<file path="config.mk">
export PLATFORM = sky130hd
export DESIGN_NAME = char_lcd_parallel_write_sequencer_unit
export DESIGN_NICKNAME = d
export VERILOG_FILES = /design/src/design/lcdws_pkg.sv /design/src/design/lcdws_front.sv /design/src/design/lcdws_fifo.sv /design/src/design/lcdws_back.sv /design/src/design/char_lcd_parallel_write_sequencer_unit.sv
export VERILOG_INCLUDE_DIRS = /design/src /design/src/design
export SDC_FILE = /design/constraint.sdc
export NUM_CORES = 1
export LEC_CHECK = 0
export BUFFER_PORTS_ARGS = -buffer_cell sky130_fd_sc_hd__buf_2
export CORE_MARGIN = 4
export CORE_UTILIZATION = 40
export DETAILED_ROUTE_END_ITERATION = 6
export MAX_ROUTING_LAYER = met4
export PLACE_DENSITY_LB_ADDON = 0.2
export RECOVER_POWER = 25
export SETUP_SLACK_MARGIN = 0.05
export SLEW_MARGIN = 20
export SYNTH_ARGS = -nofsm -noshare
export SYNTH_HDL_FRONTEND = slang
export SYNTH_SLANG_ARGS = --single-unit
export TNS_END_PERCENT = 50
</file>
<file path="constraint.sdc">
create_clock -name clk -period 4.1 [get_ports clk]
set_input_delay 0.205 -clock clk [delete_from_list [all_inputs] [get_ports clk]]
set_output_delay 0.205 -clock clk [all_outputs]
set_load 0.1 [all_outputs]
</file>
<file path="src/design/char_lcd_parallel_write_sequencer_unit_macros.svh">
// Assertion macros shared by the write sequencer modules.
// No dependencies; the assertion forms drop out when SYNTHESIS is defined.
`ifndef CHAR_LCD_PARALLEL_WRITE_SEQUENCER_UNIT_MACROS_SVH
`define CHAR_LCD_PARALLEL_WRITE_SEQUENCER_UNIT_MACROS_SVH

`ifndef SYNTHESIS
// Implication that must hold at every clock edge outside reset.
`define LCDWS_ASSERT(label, clk_sig, rst_sig, prop) \
  label: assert property (@(posedge clk_sig) disable iff (rst_sig) prop) \
    else $error("lcdws assertion failed");
// Condition that must never be seen outside reset.
`define LCDWS_NEVER(label, clk_sig, rst_sig, cond) \
  label: assert property (@(posedge clk_sig) disable iff (rst_sig) !(cond)) \
    else $error("lcdws forbidden condition seen");
`else
`define LCDWS_ASSERT(label, clk_sig, rst_sig, prop)
`define LCDWS_NEVER(label, clk_sig, rst_sig, cond)
`endif

`endif

</file>
<file path="src/design/lcdws_pkg.sv">
// Types, constants and lookup functions of the LCD write sequencer.
// No dependencies; used by every module of the block.
package lcdws_pkg;

  localparam int WAIT_BITS = 20;
  localparam int TICK_BITS = 16;
  localparam int CFG_BITS  = 20;
  localparam int IDX_BITS  = 3;

  localparam int JOB_DEPTH    = 4;
  localparam int JOB_PTR_BITS = $clog2(JOB_DEPTH);
  localparam int JOB_CNT_BITS = $clog2(JOB_DEPTH + 1);

  // Request kinds
  localparam logic [1:0] REQ_COMMAND = 2'd0;
  localparam logic [1:0] REQ_DATA    = 2'd1;
  localparam logic [1:0] REQ_CURSOR  = 2'd2;
  localparam logic [1:0] REQ_INIT    = 2'd3;

  // Configuration register indexes
  localparam logic [IDX_BITS-1:0] REG_ENABLE_HALF = 3'd0;
  localparam logic [IDX_BITS-1:0] REG_SETUP       = 3'd1;
  localparam logic [IDX_BITS-1:0] REG_POWERUP     = 3'd2;
  localparam logic [IDX_BITS-1:0] REG_FIRST_INIT  = 3'd3;
  localparam logic [IDX_BITS-1:0] REG_SHORT_INIT  = 3'd4;
  localparam logic [IDX_BITS-1:0] REG_CLEAR       = 3'd5;

  // Init sequence steps
  localparam logic [2:0] STEP_FIRST = 3'd0;
  localparam logic [2:0] STEP_FS2   = 3'd1;
  localparam logic [2:0] STEP_FS3   = 3'd2;
  localparam logic [2:0] STEP_FUNC  = 3'd3;
  localparam logic [2:0] STEP_DISP  = 3'd4;
  localparam logic [2:0] STEP_CLEAR = 3'd5;
  localparam logic [2:0] STEP_LAST  = 3'd6;

  typedef struct packed {
    logic       is_init;
    logic       reg_select;
    logic [7:0] data_byte;
  } job_t;

  typedef struct packed {
    logic [TICK_BITS-1:0] enable_half_ticks;
    logic [TICK_BITS-1:0] setup_ticks;
    logic [WAIT_BITS-1:0] powerup_wait;
    logic [WAIT_BITS-1:0] first_init_wait;
    logic [WAIT_BITS-1:0] short_init_wait;
    logic [WAIT_BITS-1:0] clear_wait;
  } wait_cfg_t;

  typedef enum logic [2:0] {
    ST_IDLE,
    ST_SETUP,
    ST_EN_HIGH,
    ST_EN_LOW,
    ST_GAP,
    ST_POST
  } bus_state_t;

  function automatic logic [7:0] line_base(input logic [2:0] line);
    logic [7:0] base;
    case (line)
      3'd2:    base = 8'h40;
      3'd3:    base = 8'h14;
      3'd4:    base = 8'h54;
      default: base = 8'h00;
    endcase
    return base;
  endfunction

  function automatic logic [7:0] init_byte(input logic [2:0] step);
    logic [7:0] b;
    unique case (step)
      STEP_FIRST, STEP_FS2, STEP_FS3: b = 8'h30;
      STEP_FUNC:                      b = 8'h38;
      STEP_DISP:                      b = 8'h0C;
      STEP_CLEAR:                     b = 8'h01;
      default:                        b = 8'h06;
    endcase
    return b;
  endfunction

  function automatic logic [WAIT_BITS-1:0] init_trail(input logic [2:0] step,
                                                      input wait_cfg_t cfg);
    logic [WAIT_BITS-1:0] w;
    unique case (step)
      STEP_FIRST:         w = cfg.first_init_wait;
      STEP_FS2, STEP_FS3: w = cfg.short_init_wait;
      STEP_CLEAR:         w = cfg.clear_wait;
      default:            w = '0;
    endcase
    return w;
  endfunction

endpackage

</file>
<file path="src/design/lcdws_front.sv">
// Front end: decodes one request into a job for the bus sequencer.
// Depends on lcdws_pkg for the job type and address lookup.
module lcdws_front (
  input  logic [1:0]        req_type,
  input  logic [7:0]        byte_value,
  input  logic [2:0]        line_number,
  input  logic [5:0]        column_number,
  output lcdws_pkg::job_t   job
);

  logic [7:0] addr;

  // base + column - 1, wrapping at 8 bits
  assign addr = lcdws_pkg::line_base(line_number) + {2'b00, column_number} + 8'hFF;

  always_comb begin
    job = '0;
    unique case (req_type)
      lcdws_pkg::REQ_COMMAND: begin
        job.data_byte = byte_value;
      end
      lcdws_pkg::REQ_DATA: begin
        job.reg_select = 1'b1;
        job.data_byte  = byte_value;
      end
      lcdws_pkg::REQ_CURSOR: begin
        job.data_byte = 8'h80 | addr;
      end
      default: begin
        job.is_init = 1'b1;
      end
    endcase
  end

endmodule

</file>
<file path="src/design/lcdws_fifo.sv">
// Short job queue between the front end and the bus sequencer.
// Depends on lcdws_pkg for the job type and depth constants.
`include "char_lcd_parallel_write_sequencer_unit_macros.svh"

module lcdws_fifo (
  input  logic                   clk,
  input  logic                   rst,
  input  logic                   push,
  input  lcdws_pkg::job_t        wr_job,
  output logic                   full,
  input  logic                   pop,
  output lcdws_pkg::job_t        rd_job,
  output logic                   not_empty
);

  lcdws_pkg::job_t                        slots [lcdws_pkg::JOB_DEPTH];
  logic [lcdws_pkg::JOB_PTR_BITS-1:0]     wr_ptr;
  logic [lcdws_pkg::JOB_PTR_BITS-1:0]     rd_ptr;
  logic [lcdws_pkg::JOB_CNT_BITS-1:0]     count;

  localparam logic [lcdws_pkg::JOB_PTR_BITS-1:0] PTR_LAST =
    lcdws_pkg::JOB_PTR_BITS'(lcdws_pkg::JOB_DEPTH - 1);
  localparam logic [lcdws_pkg::JOB_CNT_BITS-1:0] CNT_FULL =
    lcdws_pkg::JOB_CNT_BITS'(lcdws_pkg::JOB_DEPTH);

  assign full      = (count == CNT_FULL);
  assign not_empty = (count != '0);
  assign rd_job    = slots[rd_ptr];

  always_ff @(posedge clk) begin
    if (push) begin
      slots[wr_ptr] <= wr_job;
    end
  end

  always_ff @(posedge clk) begin
    if (rst) begin
      wr_ptr <= '0;
      rd_ptr <= '0;
      count  <= '0;
    end else begin
      if (push) begin
        wr_ptr <= (wr_ptr == PTR_LAST) ? '0 : wr_ptr + 1'b1;
      end
      if (pop) begin
        rd_ptr <= (rd_ptr == PTR_LAST) ? '0 : rd_ptr + 1'b1;
      end
      if (push && !pop) begin
        count <= count + 1'b1;
      end else if (pop && !push) begin
        count <= count - 1'b1;
      end
    end
  end

  `LCDWS_NEVER(a_fifo_over, clk, rst, count > CNT_FULL)
  `LCDWS_NEVER(a_fifo_pop_empty, clk, rst, pop && (count == '0))
  `LCDWS_NEVER(a_fifo_push_full, clk, rst, push && full)

endmodule

</file>
<file path="src/design/lcdws_back.sv">
// Back end: times each bus write and posts it to the result register.
// Depends on lcdws_pkg for the job, timing and state types.
`include "char_lcd_parallel_write_sequencer_unit_macros.svh"

module lcdws_back (
  input  logic                             clk,
  input  logic                             rst,
  input  logic                             job_valid,
  input  lcdws_pkg::job_t                  job,
  output logic                             job_pop,
  input  lcdws_pkg::wait_cfg_t             cfg,
  input  logic                             pop,
  output logic                             empty,
  output logic                             reg_select,
  output logic [7:0]                       data_byte,
  output logic [lcdws_pkg::WAIT_BITS-1:0]  lead_wait,
  output logic [lcdws_pkg::WAIT_BITS-1:0]  trail_wait,
  output logic                             last_write
);

  lcdws_pkg::bus_state_t            state, state_next;
  logic [lcdws_pkg::TICK_BITS-1:0]  cnt, cnt_next;
  logic [2:0]                       step, step_next;
  lcdws_pkg::job_t                  cur;
  logic                             out_valid;
  logic                             load_out;

  logic                             wr_rs;
  logic [7:0]                       wr_byte;
  logic [lcdws_pkg::WAIT_BITS-1:0]  wr_lead;
  logic [lcdws_pkg::WAIT_BITS-1:0]  wr_trail;
  logic                             wr_last;

  assign empty = !out_valid;

  always_comb begin
    wr_rs    = cur.is_init ? 1'b0 : cur.reg_select;
    wr_byte  = cur.is_init ? lcdws_pkg::init_byte(step) : cur.data_byte;
    wr_lead  = (cur.is_init && step == lcdws_pkg::STEP_FIRST) ? cfg.powerup_wait : '0;
    wr_trail = cur.is_init ? lcdws_pkg::init_trail(step, cfg) : '0;
    wr_last  = !cur.is_init || (step == lcdws_pkg::STEP_LAST);
  end

  always_ff @(posedge clk) begin
    if (rst) begin
      state     <= lcdws_pkg::ST_IDLE;
      cnt       <= '0;
      step      <= '0;
      out_valid <= 1'b0;
    end else begin
      state <= state_next;
      cnt   <= cnt_next;
      step  <= step_next;
      if (load_out) begin
        out_valid <= 1'b1;
      end else if (pop) begin
        out_valid <= 1'b0;
      end
    end
  end

  always_ff @(posedge clk) begin
    if (job_pop) begin
      cur <= job;
    end
    if (load_out) begin
      reg_select <= wr_rs;
      data_byte  <= wr_byte;
      lead_wait  <= wr_lead;
      trail_wait <= wr_trail;
      last_write <= wr_last;
    end
  end

  always_comb begin
    state_next = state;
    cnt_next   = cnt;
    step_next  = step;
    job_pop    = 1'b0;
    load_out   = 1'b0;
    unique case (state)
      lcdws_pkg::ST_IDLE: begin
        if (job_valid) begin
          job_pop    = 1'b1;
          step_next  = lcdws_pkg::STEP_FIRST;
          cnt_next   = cfg.setup_ticks;
          state_next = lcdws_pkg::ST_SETUP;
        end
      end
      lcdws_pkg::ST_SETUP: begin
        if (cnt == '0) begin
          cnt_next   = cfg.enable_half_ticks;
          state_next = lcdws_pkg::ST_EN_HIGH;
        end else begin
          cnt_next = cnt - 1'b1;
        end
      end
      lcdws_pkg::ST_EN_HIGH: begin
        if (cnt == '0) begin
          cnt_next   = cfg.enable_half_ticks;
          state_next = lcdws_pkg::ST_EN_LOW;
        end else begin
          cnt_next = cnt - 1'b1;
        end
      end
      lcdws_pkg::ST_EN_LOW: begin
        if (cnt == '0) begin
          cnt_next   = cfg.setup_ticks;
          state_next = lcdws_pkg::ST_GAP;
        end else begin
          cnt_next = cnt - 1'b1;
        end
      end
      lcdws_pkg::ST_GAP: begin
        if (cnt == '0) begin
          state_next = lcdws_pkg::ST_POST;
        end else begin
          cnt_next = cnt - 1'b1;
        end
      end
      lcdws_pkg::ST_POST: begin
        // hold until the result register frees up
        if (!out_valid || pop) begin
          load_out = 1'b1;
          if (cur.is_init && step != lcdws_pkg::STEP_LAST) begin
            step_next  = step + 1'b1;
            cnt_next   = cfg.setup_ticks;
            state_next = lcdws_pkg::ST_SETUP;
          end else begin
            state_next = lcdws_pkg::ST_IDLE;
          end
        end
      end
      default: begin
        state_next = lcdws_pkg::ST_IDLE;
      end
    endcase
  end

  `LCDWS_NEVER(a_back_step_range, clk, rst, step > lcdws_pkg::STEP_LAST)
  `LCDWS_ASSERT(a_back_take_idle, clk, rst, job_pop |-> job_valid && state == lcdws_pkg::ST_IDLE)
  `LCDWS_ASSERT(a_back_post_full, clk, rst,
    (state == lcdws_pkg::ST_POST && out_valid && !pop) |=> state == lcdws_pkg::ST_POST)

endmodule

</file>
<file path="src/design/char_lcd_parallel_write_sequencer_unit.sv">
// Character LCD write sequencer: requests in, timed 8-bit bus writes out.
// Each bus write passes through the setup, enable-high, enable-low, gap and post
// states of the back-end timer, after an idle state that takes a new request;
// init yields 7 writes. Requests queue four deep ahead of the timer. Synchronous
// reset empties the job queue and the result register and restores the timing
// registers to their power-on values.
module char_lcd_parallel_write_sequencer_unit (
  input  logic                               clk,
  input  logic                               rst,
  input  logic                               push,
  output logic                               full,
  input  logic [1:0]                         req_type,
  input  logic [7:0]                         byte_value,
  input  logic [2:0]                         line_number,
  input  logic [5:0]                         column_number,
  output logic                               empty,
  input  logic                               pop,
  output logic                               reg_select,
  output logic [7:0]                         data_byte,
  output logic [lcdws_pkg::WAIT_BITS-1:0]    lead_wait,
  output logic [lcdws_pkg::WAIT_BITS-1:0]    trail_wait,
  output logic                               last_write,
  input  logic                               cfg_write,
  input  logic [lcdws_pkg::IDX_BITS-1:0]     cfg_index,
  input  logic [lcdws_pkg::CFG_BITS-1:0]     cfg_data
);

  lcdws_pkg::wait_cfg_t  cfg;
  lcdws_pkg::job_t       new_job;
  lcdws_pkg::job_t       head_job;
  logic                  job_valid;
  logic                  job_pop;
  logic                  accept;

  assign accept = push && !full;

  always_ff @(posedge clk) begin
    if (rst) begin
      cfg.enable_half_ticks <= 16'd1000;
      cfg.setup_ticks       <= 16'd2000;
      cfg.powerup_wait      <= 20'd80000;
      cfg.first_init_wait   <= 20'd80000;
      cfg.short_init_wait   <= 20'd20000;
      cfg.clear_wait        <= 20'd500000;
    end else if (cfg_write) begin
      unique case (cfg_index)
        lcdws_pkg::REG_ENABLE_HALF: cfg.enable_half_ticks <= cfg_data[15:0];
        lcdws_pkg::REG_SETUP:       cfg.setup_ticks       <= cfg_data[15:0];
        lcdws_pkg::REG_POWERUP:     cfg.powerup_wait      <= cfg_data[19:0];
        lcdws_pkg::REG_FIRST_INIT:  cfg.first_init_wait   <= cfg_data[19:0];
        lcdws_pkg::REG_SHORT_INIT:  cfg.short_init_wait   <= cfg_data[19:0];
        lcdws_pkg::REG_CLEAR:       cfg.clear_wait        <= cfg_data[19:0];
        default: begin
        end
      endcase
    end
  end

  lcdws_front u_front (
    .req_type      (req_type),
    .byte_value    (byte_value),
    .line_number   (line_number),
    .column_number (column_number),
    .job           (new_job)
  );

  lcdws_fifo u_fifo (
    .clk       (clk),
    .rst       (rst),
    .push      (accept),
    .wr_job    (new_job),
    .full      (full),
    .pop       (job_pop),
    .rd_job    (head_job),
    .not_empty (job_valid)
  );

  lcdws_back u_back (
    .clk        (clk),
    .rst        (rst),
    .job_valid  (job_valid),
    .job        (head_job),
    .job_pop    (job_pop),
    .cfg        (cfg),
    .pop        (pop),
    .empty      (empty),
    .reg_select (reg_select),
    .data_byte  (data_byte),
    .lead_wait  (lead_wait),
    .trail_wait (trail_wait),
    .last_write (last_write)
  );

endmodule

</file>
== Word-level counts from Yosys, hierarchy flattened ==
Memory sizes are Yosys's and may differ from the RTL's. A register that Yosys moved wholly into a read port is not among the register bits.
Cells that the tools add are included.

* Bits in registers: 192
* RAM bits: 40
* Input bits: 47
* Word-level logic and storage cells: 134
* Memories kept: 1

* $add $sub $neg: 8
* Equality and inequality tests: 33
* Multiplexer cells: 38
* Reductions and logical operators: 36

{| class="wikitable"
|+ Memory list
! name !! words !! bits a word !! rd ports !! clocked after memory_dff !! write ports !! line !! text
|-
| u_fifo.slots || 4 || 10 || 1 || 1 || 1 || lcdws_fifo.sv:16 || <nowiki>lcdws_pkg::job_t slots [lcdws_pkg::JOB_DEPTH];</nowiki>
|}

{| class="wikitable"
|+ Operator list
! operator !! number
|-
| $mux W16 || 6
|-
| $pmux W16 S5 || 1
|-
| $pmux W20 S3 || 1
|-
| $mux W3 || 11
|-
| $eq A3 B3 Y1 const B || 9
|-
| $eq A3 B2 Y1 const B || 8
|-
| $pmux W6 S4 || 1
|-
| $pmux W7 S3 || 1
|-
| $pmux W3 S6 || 1
|-
| $logic_not A16 Y1 || 1
|-
| $pmux W8 S2 || 1
|-
| $sub A16 B1 Y16 const B || 1
|-
| $ne A2 B1 Y1 const B || 6
|-
| $reduce_and A2 Y1 || 6
|-
| $mux W1 || 11
|-
| $eq A3 B1 Y1 const B || 3
|-
| $logic_not A3 Y1 || 3
|-
| $mux W8 || 1
|-
| $add A7 B6 Y7 || 1
|-
| $add A7 B7 Y7 const B || 1
|-
| $add A3 B1 Y3 const B || 2
|-
| $eq A2 B2 Y1 const B || 3
|-
| $pmux W3 S2 || 1
|-
| $reduce_and A6 Y1 || 1
|-
| 17 further kinds || 34
|}

== Depth between registers and ports, before layout ==
Gate-level depths: netlist (run 1).

* Depth in word-level cells: 7
* Depth in mapped cells: 11
* Gate-level depth less buffers: 11

== Hierarchy ==
A second synthesis (run 1) with hierarchy kept.

* Cell total of the unflattened synthesis: 966
* Area, all modules: 10983.0 um^2

{| class="wikitable"
|+ By module, submodules not included
! module !! instances !! cells an instance !! area each (um^2) !! seq. area each (um^2)
|-
| char_lcd_parallel_write_sequencer_unit || 1 || 412 || 4416.7 || 2242.2
|-
| lcdws_back || 1 || 401 || 4295.4 || 2262.2
|-
| lcdws_fifo || 1 || 96 || 1884.3 || 1381.3
|-
| lcdws_front || 1 || 57 || 386.6 || 0.0
|}

== Worst setup path before layout (run 1) ==
No wires, ideal clock.

* Path kind: register to register
* Start: reg u_fifo.count[0] in the netlist's numbering
* End: reg u_fifo.count[2] in the netlist's numbering
* Arrival time: 3873 ps
* Slack: 157 ps
* Stages on the path, launching flop included: 10
* Path buffers: 1
* Path through: dfxtp_1 -> nor3b_1 -> nor2b_1 -> clkbuf_1 -> ha_1 -> inv_1 -> fa_1 -> xor2_1 -> or3_1 -> a21oi_1

* Cells in the longest elaborated chain, start to end: 6
* Elaborated cells between the ends (all ways): 15
* Those cells by class: add/sub (2); eq/ne (1); mux (4); reduce/logical (8)

{| class="wikitable"
|+ RTL lines
! element !! line !! text
|-
| start: declaration || lcdws_fifo.sv:19 || <nowiki>logic [lcdws_pkg::JOB_CNT_BITS-1:0] count;</nowiki>
|-
| start signal: assignment || lcdws_fifo.sv:49 || <nowiki>count <= count + 1'b1;</nowiki>
|-
| start signal: assignment || lcdws_fifo.sv:51 || <nowiki>count <= count - 1'b1;</nowiki>
|-
| $eq A3 B3 Y1 * || lcdws_fifo.sv:26 || <nowiki>assign full = (count == CNT_FULL);</nowiki>
|-
| named net full || char_lcd_parallel_write_sequencer_unit.sv:11 || <nowiki>output logic full,</nowiki>
|-
| $logic_not A1 Y1 * || char_lcd_parallel_write_sequencer_unit.sv:35 || <nowiki>assign accept = push && !full;</nowiki>
|-
| $logic_and A1 B1 Y1 * || char_lcd_parallel_write_sequencer_unit.sv:35 ||
|-
| named net accept || char_lcd_parallel_write_sequencer_unit.sv:33 || <nowiki>logic accept;</nowiki>
|-
| $logic_not A1 Y1 || lcdws_fifo.sv:50 || <nowiki>end else if (pop && !push) begin</nowiki>
|-
| $logic_and A1 B1 Y1 || lcdws_fifo.sv:50 ||
|-
| $reduce_bool A2 Y1 (no source line) || n/a ||
|}

The timed path passes the listed nets; every way through them passes the cells marked *. The select of a mux whose other input is x is not followed.
A chain may end at the register's enable or synchronous reset.

== Final worst setup path (run 1) ==
* Start: reg u_back.cnt[0] in the netlist's numbering
* End: reg u_back.cnt[6] in the netlist's numbering

* Cells in the longest elaborated chain, start to end: 3
* Elaborated cells between the ends (all ways): 8
* Those cells by class: add/sub (1); eq/ne (1); mux (4); reduce/logical (2)

{| class="wikitable"
|+ RTL lines
! element !! line !! text
|-
| start: declaration || lcdws_back.sv:22 || <nowiki>logic [lcdws_pkg::TICK_BITS-1:0] cnt, cnt_next;</nowiki>
|-
| start signal: assignment || lcdws_back.sv:52 || <nowiki>cnt <= cnt_next;</nowiki>
|-
| $sub A16 B1 Y16 / $logic_not A16 Y1 (equally long branches) || n/a ||
|-
| $mux W16, or another cell as far along || lcdws_back.sv:115 || <nowiki>if (cnt == '0) begin</nowiki>
|-
| $pmux W16 S5 / $reduce_and A5 Y1 (equally long branches) || n/a ||
|}

Several ways; a longest one is shown, not always the timed one. The select of a mux whose other input is x is not followed.

==> qor.yml, run 1 <==
status: "completed"
pwr_density_cell_nw_per_um2: 574
fin_util: 0.479
synth-seq-cells: 242
initial_core_util: 0.410
crit_family: "compound AO/OA/AOI/OAI gates"
fillCellCount: 2412
switching_share: 0.311
rsz0062_at_grt: "no"
cts_root_buf: "clkbuf_16"
ir_worst_vdd_mv: 0.298
hold_end: "cfg[66]"
area_growth_syn_to_layout_pct: 16.7
synth-edff-count: 100
post_drt_wl_per_cell_um: 17.2
boundaryPins: 99
r2r-end: "u_back.cnt[6]"
htree_num_levels: 1
grt_pass1_wl_um: 40800
ctsResizeCount: 0
cts_buffers: 27
num_rows: 58
synthTopCellsByCount: "251 x nand2_1, 142 x dfxtp_1, 100 x a21oi_1, 100 x edfxtp_1, 61 x nor2_1"
fin_skew_ns: 0.0167
vias: 7777
rr_startpoint: "u_back.cnt[0]"
crit_chain: "inv_1, ha_1, nor4b_4, nand4_2, a21oi_1, buf_4, nor4_1, a221oi_2, o22ai_1"
grt_antenna_before_repair: 0
synth.largest_area_cell: "edfxtp_1"
switchingPower_w: 0.00217
crit_required_ns: 4.49
dpl_worst_slack_ns: 1.52
overflow: 0
wirelength_um: 25500
layout-drive-gt1-share: 0.150
crit_buf_inv: 2
leakagePower_nw: 4.69
syn_avg_cell_area_um2: 9.94
fin_setup_tns_ns: 0
start_kind: "register"
crit_path_max_fanout: 11
rr_worst_depth: 9
max-cap-violations: 0
worstMarginPinSlew_ns: 1.23
maxSlewViolCount: 0
syn_nets: 1117
p_int_w: 0.00481
sequentialPowerShare: 0.433
crit_start: "u_back.cnt[0]"
clk-insertion-delay-late_ns: 0.54
hold_class: "in -> reg"
holdWs_ns: 0.0148
multi_input_area_um2: 4160
cts_hold_buf: 18
seq_area_frac_synth: 0.561
synth_area_leaders: "edfxtp_1 29%, dfxtp_1 27%, nand2_1 9.0%"
ys_types: 73
synth_flop_cell: "dfxtp_1"
slew_headroom: 0.182
fin_nets: 1203
vias_per_cell: 5.24
final-hold-violation-count: 0
min_delay_path_depth: 3
dp_hpwl_um: 16400
clock.fmax_mhz: 384
track_usage: 0.179
die_area_um2: 28700
yosysWarnings: 0
synthCells: 1048
dr.pass1.iters: 6
setup_viol: 0
fin_crit_ns: 2.61
first_iter_violations: 617
die_w_um: 169
critical_path.max_stage_delay_ns: 0.71
pwr-share-clk: 0.336
fin_ws_ns: 1.49
yosysTopAreaCellShare: 0.288
n_antenna_cell: 0
grt_pass1_vias: 7528
critPathKind: "reg -> reg"
core_area_um2: 25400
die_h_um: 169
async_reset_ff_frac: 0
cts_tree: "yes"
io_buffers: 98
regArea_um2: 5850
gp_congestion: 0.781
arrival_ns: 2.99
crit_path_end_kind: "register"
cp_slowest_cell: "a21oi_1"
syn_area_um2: 10400
grt_max_degree: 75
hold_start: "cfg_data[6]"
power_frac_comb: 0.231
clockBufferDepth: 3
cts.sinks: 242
antenna_left: 0
drc: 0
synthMostInstantiatedCell: "nand2_1"
clk_pin_slew_worst_paths_ns: 0.06
report.power.total_w: 0.00698
period_share: 0.636
r2r_slack_ns: 1.49
postCtsSetupBuffers: 0
[per-stage QoR]
step	instances	cell area (um2)
after floorplan	1048	10400
after global placement	1417	11100
after detailed placement	1417	11100
after CTS	1485	12200
after global routing	1485	12200
final	1485	12200
[worst max-delay path by stage]
stage,end,slack (ns),cells after the start
3_5_place_dp,u_back.cnt[6],1.52,9
2_1_floorplan,u_fifo.count[2],0.16,9
4_1_cts,u_back.cnt[6],1.49,9
5_1_grt,u_back.cnt[6],1.21,9
6_report,u_back.cnt[6],1.49,9
3_3_place_gp,u_back.cnt[6],1.50,9
[layout by cell type, fill, tap and decap left out, types with 11 or more instances in the layout]
cell | netlist | routed
nand2_1 | 251 | 251
dfxtp_1 | 142 | 142
a21oi_1 | 100 | 100
edfxtp_1 | 100 | 100
buf_2 | 5 | 92
nor2_1 | 61 | 61
nand3b_1 | 36 | 36
inv_1 | 35 | 35
clkbuf_16 | 0 | 27
and3_1 | 25 | 24
a222oi_1 | 20 | 20
ha_1 | 20 | 20
dlygate4sd3_1 | 0 | 18
nor3_1 | 16 | 16
o21ai_1 | 15 | 15
o21ai_0 | 13 | 13
clkbuf_1 | 56 | 13
o22ai_1 | 11 | 11
[power groups by stage]
stage | sequential [W] | clock (W) | combinational, W
after floorplan | 0.00294 | 0 | 0.00136
after global placement | 0.00307 | 0 | 0.00159
after detailed placement | 0.00308 | 0 | 0.00161
after CTS | 0.00303 | 0.00239 | 0.00163
after global routing | 0.00306 | 0.00251 | 0.00181
final | 0.00302 | 0.00234 | 0.00161
[registers in the layout, indices dropped and copies added (netlist names), 2 cells and up]
register           flops
u_back.cnt            16
u_fifo.count           3
u_back.trail_wait     20
u_fifo.rd_ptr          2
u_back.state           3
u_back.step            3
cfg                  112
u_fifo.slots          40
u_fifo.wr_ptr          2
u_back.data_byte       8
u_back.cur            10
u_back.lead_wait      20
[metal layers]
| layer | vias to the layer above | global-route usage | share of wire | wire (um) |
|---|---|---|---|---|
| met4 | 0 | 0.0403 | 0.015 | 381 |
| met2 | 208 | 0.293 | 0.48 | 12200 |
| li1 | 3853 | - | - | - |
| met1 | 3692 | 0.241 | 0.45 | 11400 |
| met5 | - | - | 0 | 0 |
| met3 | 24 | 0.0231 | 0.059 | 1500 |
[logic make-up (layout without fill, tap and decap cells)]
group           after synthesis  after routing  share of synthesized area
flops                       242            242                      0.561
compound gates              201            201                      0.124
simple gates                450            450                      0.207
fa+ha+maj                    22             22                     0.0279
xor+xnor                     12             12                     0.0101
buf+inv                     102            209                     0.0395
mux                          19             19                     0.0305
[worst register-to-register path: cells and delay by family (launching register included)]
family,cells,cell delay (ns)
AO/OA/AOI/OAI,3,0.99
adder cells (fa/ha/maj),1,0.17
buffers and inverters,2,0.39
flip-flops,1,0.34
AND/OR/NAND/NOR,3,0.58
[layout make-up]
class / count / area share
clock buffers: 40 / 0.0637
well taps: 330 / 0.0340
inverters: 35 / 0.0108
repair buffers: 124 / 0.0608
clock inverters: 10 / 0.00761
multi-input cells: 704 / 0.342
flip-flops and latches: 242 / 0.481
No activity file was read; power rests on OpenSTA's default activity.
==> inputs of run 2 (changes only) <==
==> constraint.sdc (replaced) <==
create_clock -name clk -period 2.3 [get_ports clk]
set_input_delay 0.115 -clock clk [delete_from_list [all_inputs] [get_ports clk]]
set_output_delay 0.115 -clock clk [all_outputs]
set_load 0.1 [all_outputs]
==> qor.yml, run 2 (synthesis gave the netlist of run 1 again) <==
layout-drive-gt1-share: 0.168  # +0.0187
regArea_um2: 5850  # about the same
grt_pass1_vias: 7768  # +3.2%
instances_no_fill: 1517  # +2.2%
cts.sinks: 242  # unchanged
cts_buffers: 26  # -3.7%
die_area_um2: 28700  # unchanged
dpl.cell_count: 1447  # +2.1%
die_w_um: 169  # unchanged
grt_max_degree: 62  # -17%
htree_num_levels: 1  # unchanged
dp_hpwl_um: 17100  # +4.0%
regMostFlops: "cfg"
area_growth_syn_to_layout_pct: 19.4
fin_crit_ns: 2.08  # -0.522 ns
grt_antenna_before_repair: 0  # unchanged
report.power.total_w: 0.0126  # +81%
overflow: 0  # unchanged
holdWs_ns: 0.0314  # +0.0166 ns
hold_class: "in -> reg"
gp_congestion: 0.800  # +2.4%
core_area_um2: 25400  # unchanged
fillCellCount: 2385  # -1.1%
clock.fmax_mhz: 480  # +25%
vias: 7981  # +2.6%
grt_pass1_wl_um: 41800  # +2.5%
crit_path_end_kind: "register"
fin_nets: 1236  # +2.7%
maxSlewViolCount: 0  # unchanged
slew_headroom: 0.216  # +0.0338
num_rows: 58  # unchanged
max-cap-violations: 0  # unchanged
crit_required_ns: 2.74  # -1.75 ns
fin_skew_ns: 0.0312  # +0.0145 ns
io_buffers: 98  # unchanged
initial_core_util: 0.410  # unchanged
cts_root_buf: "clkbuf_16"
post_drt_wl_per_cell_um: 17.0  # -0.88%
crit_path_max_fanout: 4  # -7
antenna_left: 0  # unchanged
start_kind: "register"
clockBufferDepth: 3  # unchanged
multi_input_area_um2: 4190  # +0.66%
worstMarginPinSlew_ns: 1.18  # -0.0507 ns
leakagePower_nw: 4.82  # +2.8%
boundaryPins: 99  # unchanged
first_iter_violations: 663  # +7.5%
vias_per_cell: 5.26  # +0.46%
clk_pin_slew_worst_paths_ns: 0.06  # about the same
ir_worst_vdd_mv: 0.599  # +100%
drc: 0  # unchanged
setup_viol: 0  # unchanged
largest_reg_flops: 112  # unchanged
arrival_ns: 2.53  # -0.46 ns
track_usage: 0.182  # +0.00300
wirelength_um: 25800  # +1.3%
pwr_density_cell_nw_per_um2: 1020  # +77%
postCtsSetupBuffers: 0  # unchanged
cts_tree: "yes"
status: "completed"
final_common_cell: "nand2_1"
die_h_um: 169  # unchanged
top_regs: "cfg: 112 flops, u_fifo.slots: 40 flops"
clk-insertion-delay-late_ns: 0.54  # about the same
critPathKind: "reg -> reg"
n_antenna_cell: 0  # unchanged
period_share: 0.906  # +0.271
final-hold-violation-count: 0  # unchanged
dr.pass1.iters: 6  # unchanged
final_cell_mix: "251 x nand2_1, 140 x dfxtp_1, 100 x a21oi_1, 100 x edfxtp_1, 90 x buf_2"
rsz0062_at_grt: "no"
[run 2: cell types whose count changed in the layout (fill, tap and decap cells not counted), moves of 3 or more]
cell,before,now
buf_12,1,4
buf_4,8,29
clkbuf_1,13,21
dlygate4sd3_1,18,22
[run 2: report_power, final]
group          internal, W  switching [W]  total, W
Combinational      0.00139        0.00193   0.00332
Clock              0.00241        0.00166   0.00407
Sequential         0.00496       0.000293   0.00525
Total              0.00875        0.00388    0.0126
[run 2: area by class of cell]
type,count,share of cell area
Inverter,35,0.0106
Sequential cell,242,0.470
Tap cell,330,0.0332
Multi-Input combinational cell,704,0.337
Clock buffer,37,0.0580
Timing Repair Buffer,158,0.0818
Clock inverter,11,0.00935
[run 2: critical path: stages (launching register included)]
cell	delay [ns]
dfxtp_2	0.36
nor3_1	0.25
nand2b_1	0.22
ha_4	0.16
inv_2	0.03
fa_1	0.36
xor2_1	0.18
or3_1	0.31
a21oi_1	0.14
[run 2: timing repair]
item,4_1_cts,5_1_grt
hold buffers,22,0
endpoints found under the hold margin,116,0
endpoints found under the setup margin,0,16
gates resized for setup,0,1
[run 2: per-layer routing]
metal  part of all wire  track usage  up-vias
met5                  0            -        -
met4              0.029       0.0504        0
met2               0.47        0.295      205
li1                   -            -     3918
met1               0.45        0.244     3806
met3              0.048       0.0217       52
[run 2: path summary, 6_finish.rpt]
kind                            slack (ns)       startpoint            endpoint  cells past startpoint
worst max register to register        0.22  u_fifo.count[0]     u_fifo.count[2]                      8
worst max-delay path                  0.22  u_fifo.count[0]     u_fifo.count[2]                      8
worst min register to register        0.45          cfg[78]             cfg[78]                      2
worst min-delay path                  0.03    byte_value[6]  u_fifo.slots[0][6]                      3
[run 2: metrics by stage]
stage | worst slack (ns) | util | setup TNS [ns] | cell area [um2]
finish | 0.215 | 0.490 | 0 | 12400
global route | 0.0547 | 0.490 | 0 | 12400
CTS | 0.131 | 0.491 | 0 | 12500
detailed placement | 0.0705 | 0.449 | 0 | 11400
global placement | 0.0931 | 0.449 | 0 | 11400
floorplan | -0.124 | - | -0.214 | 10500
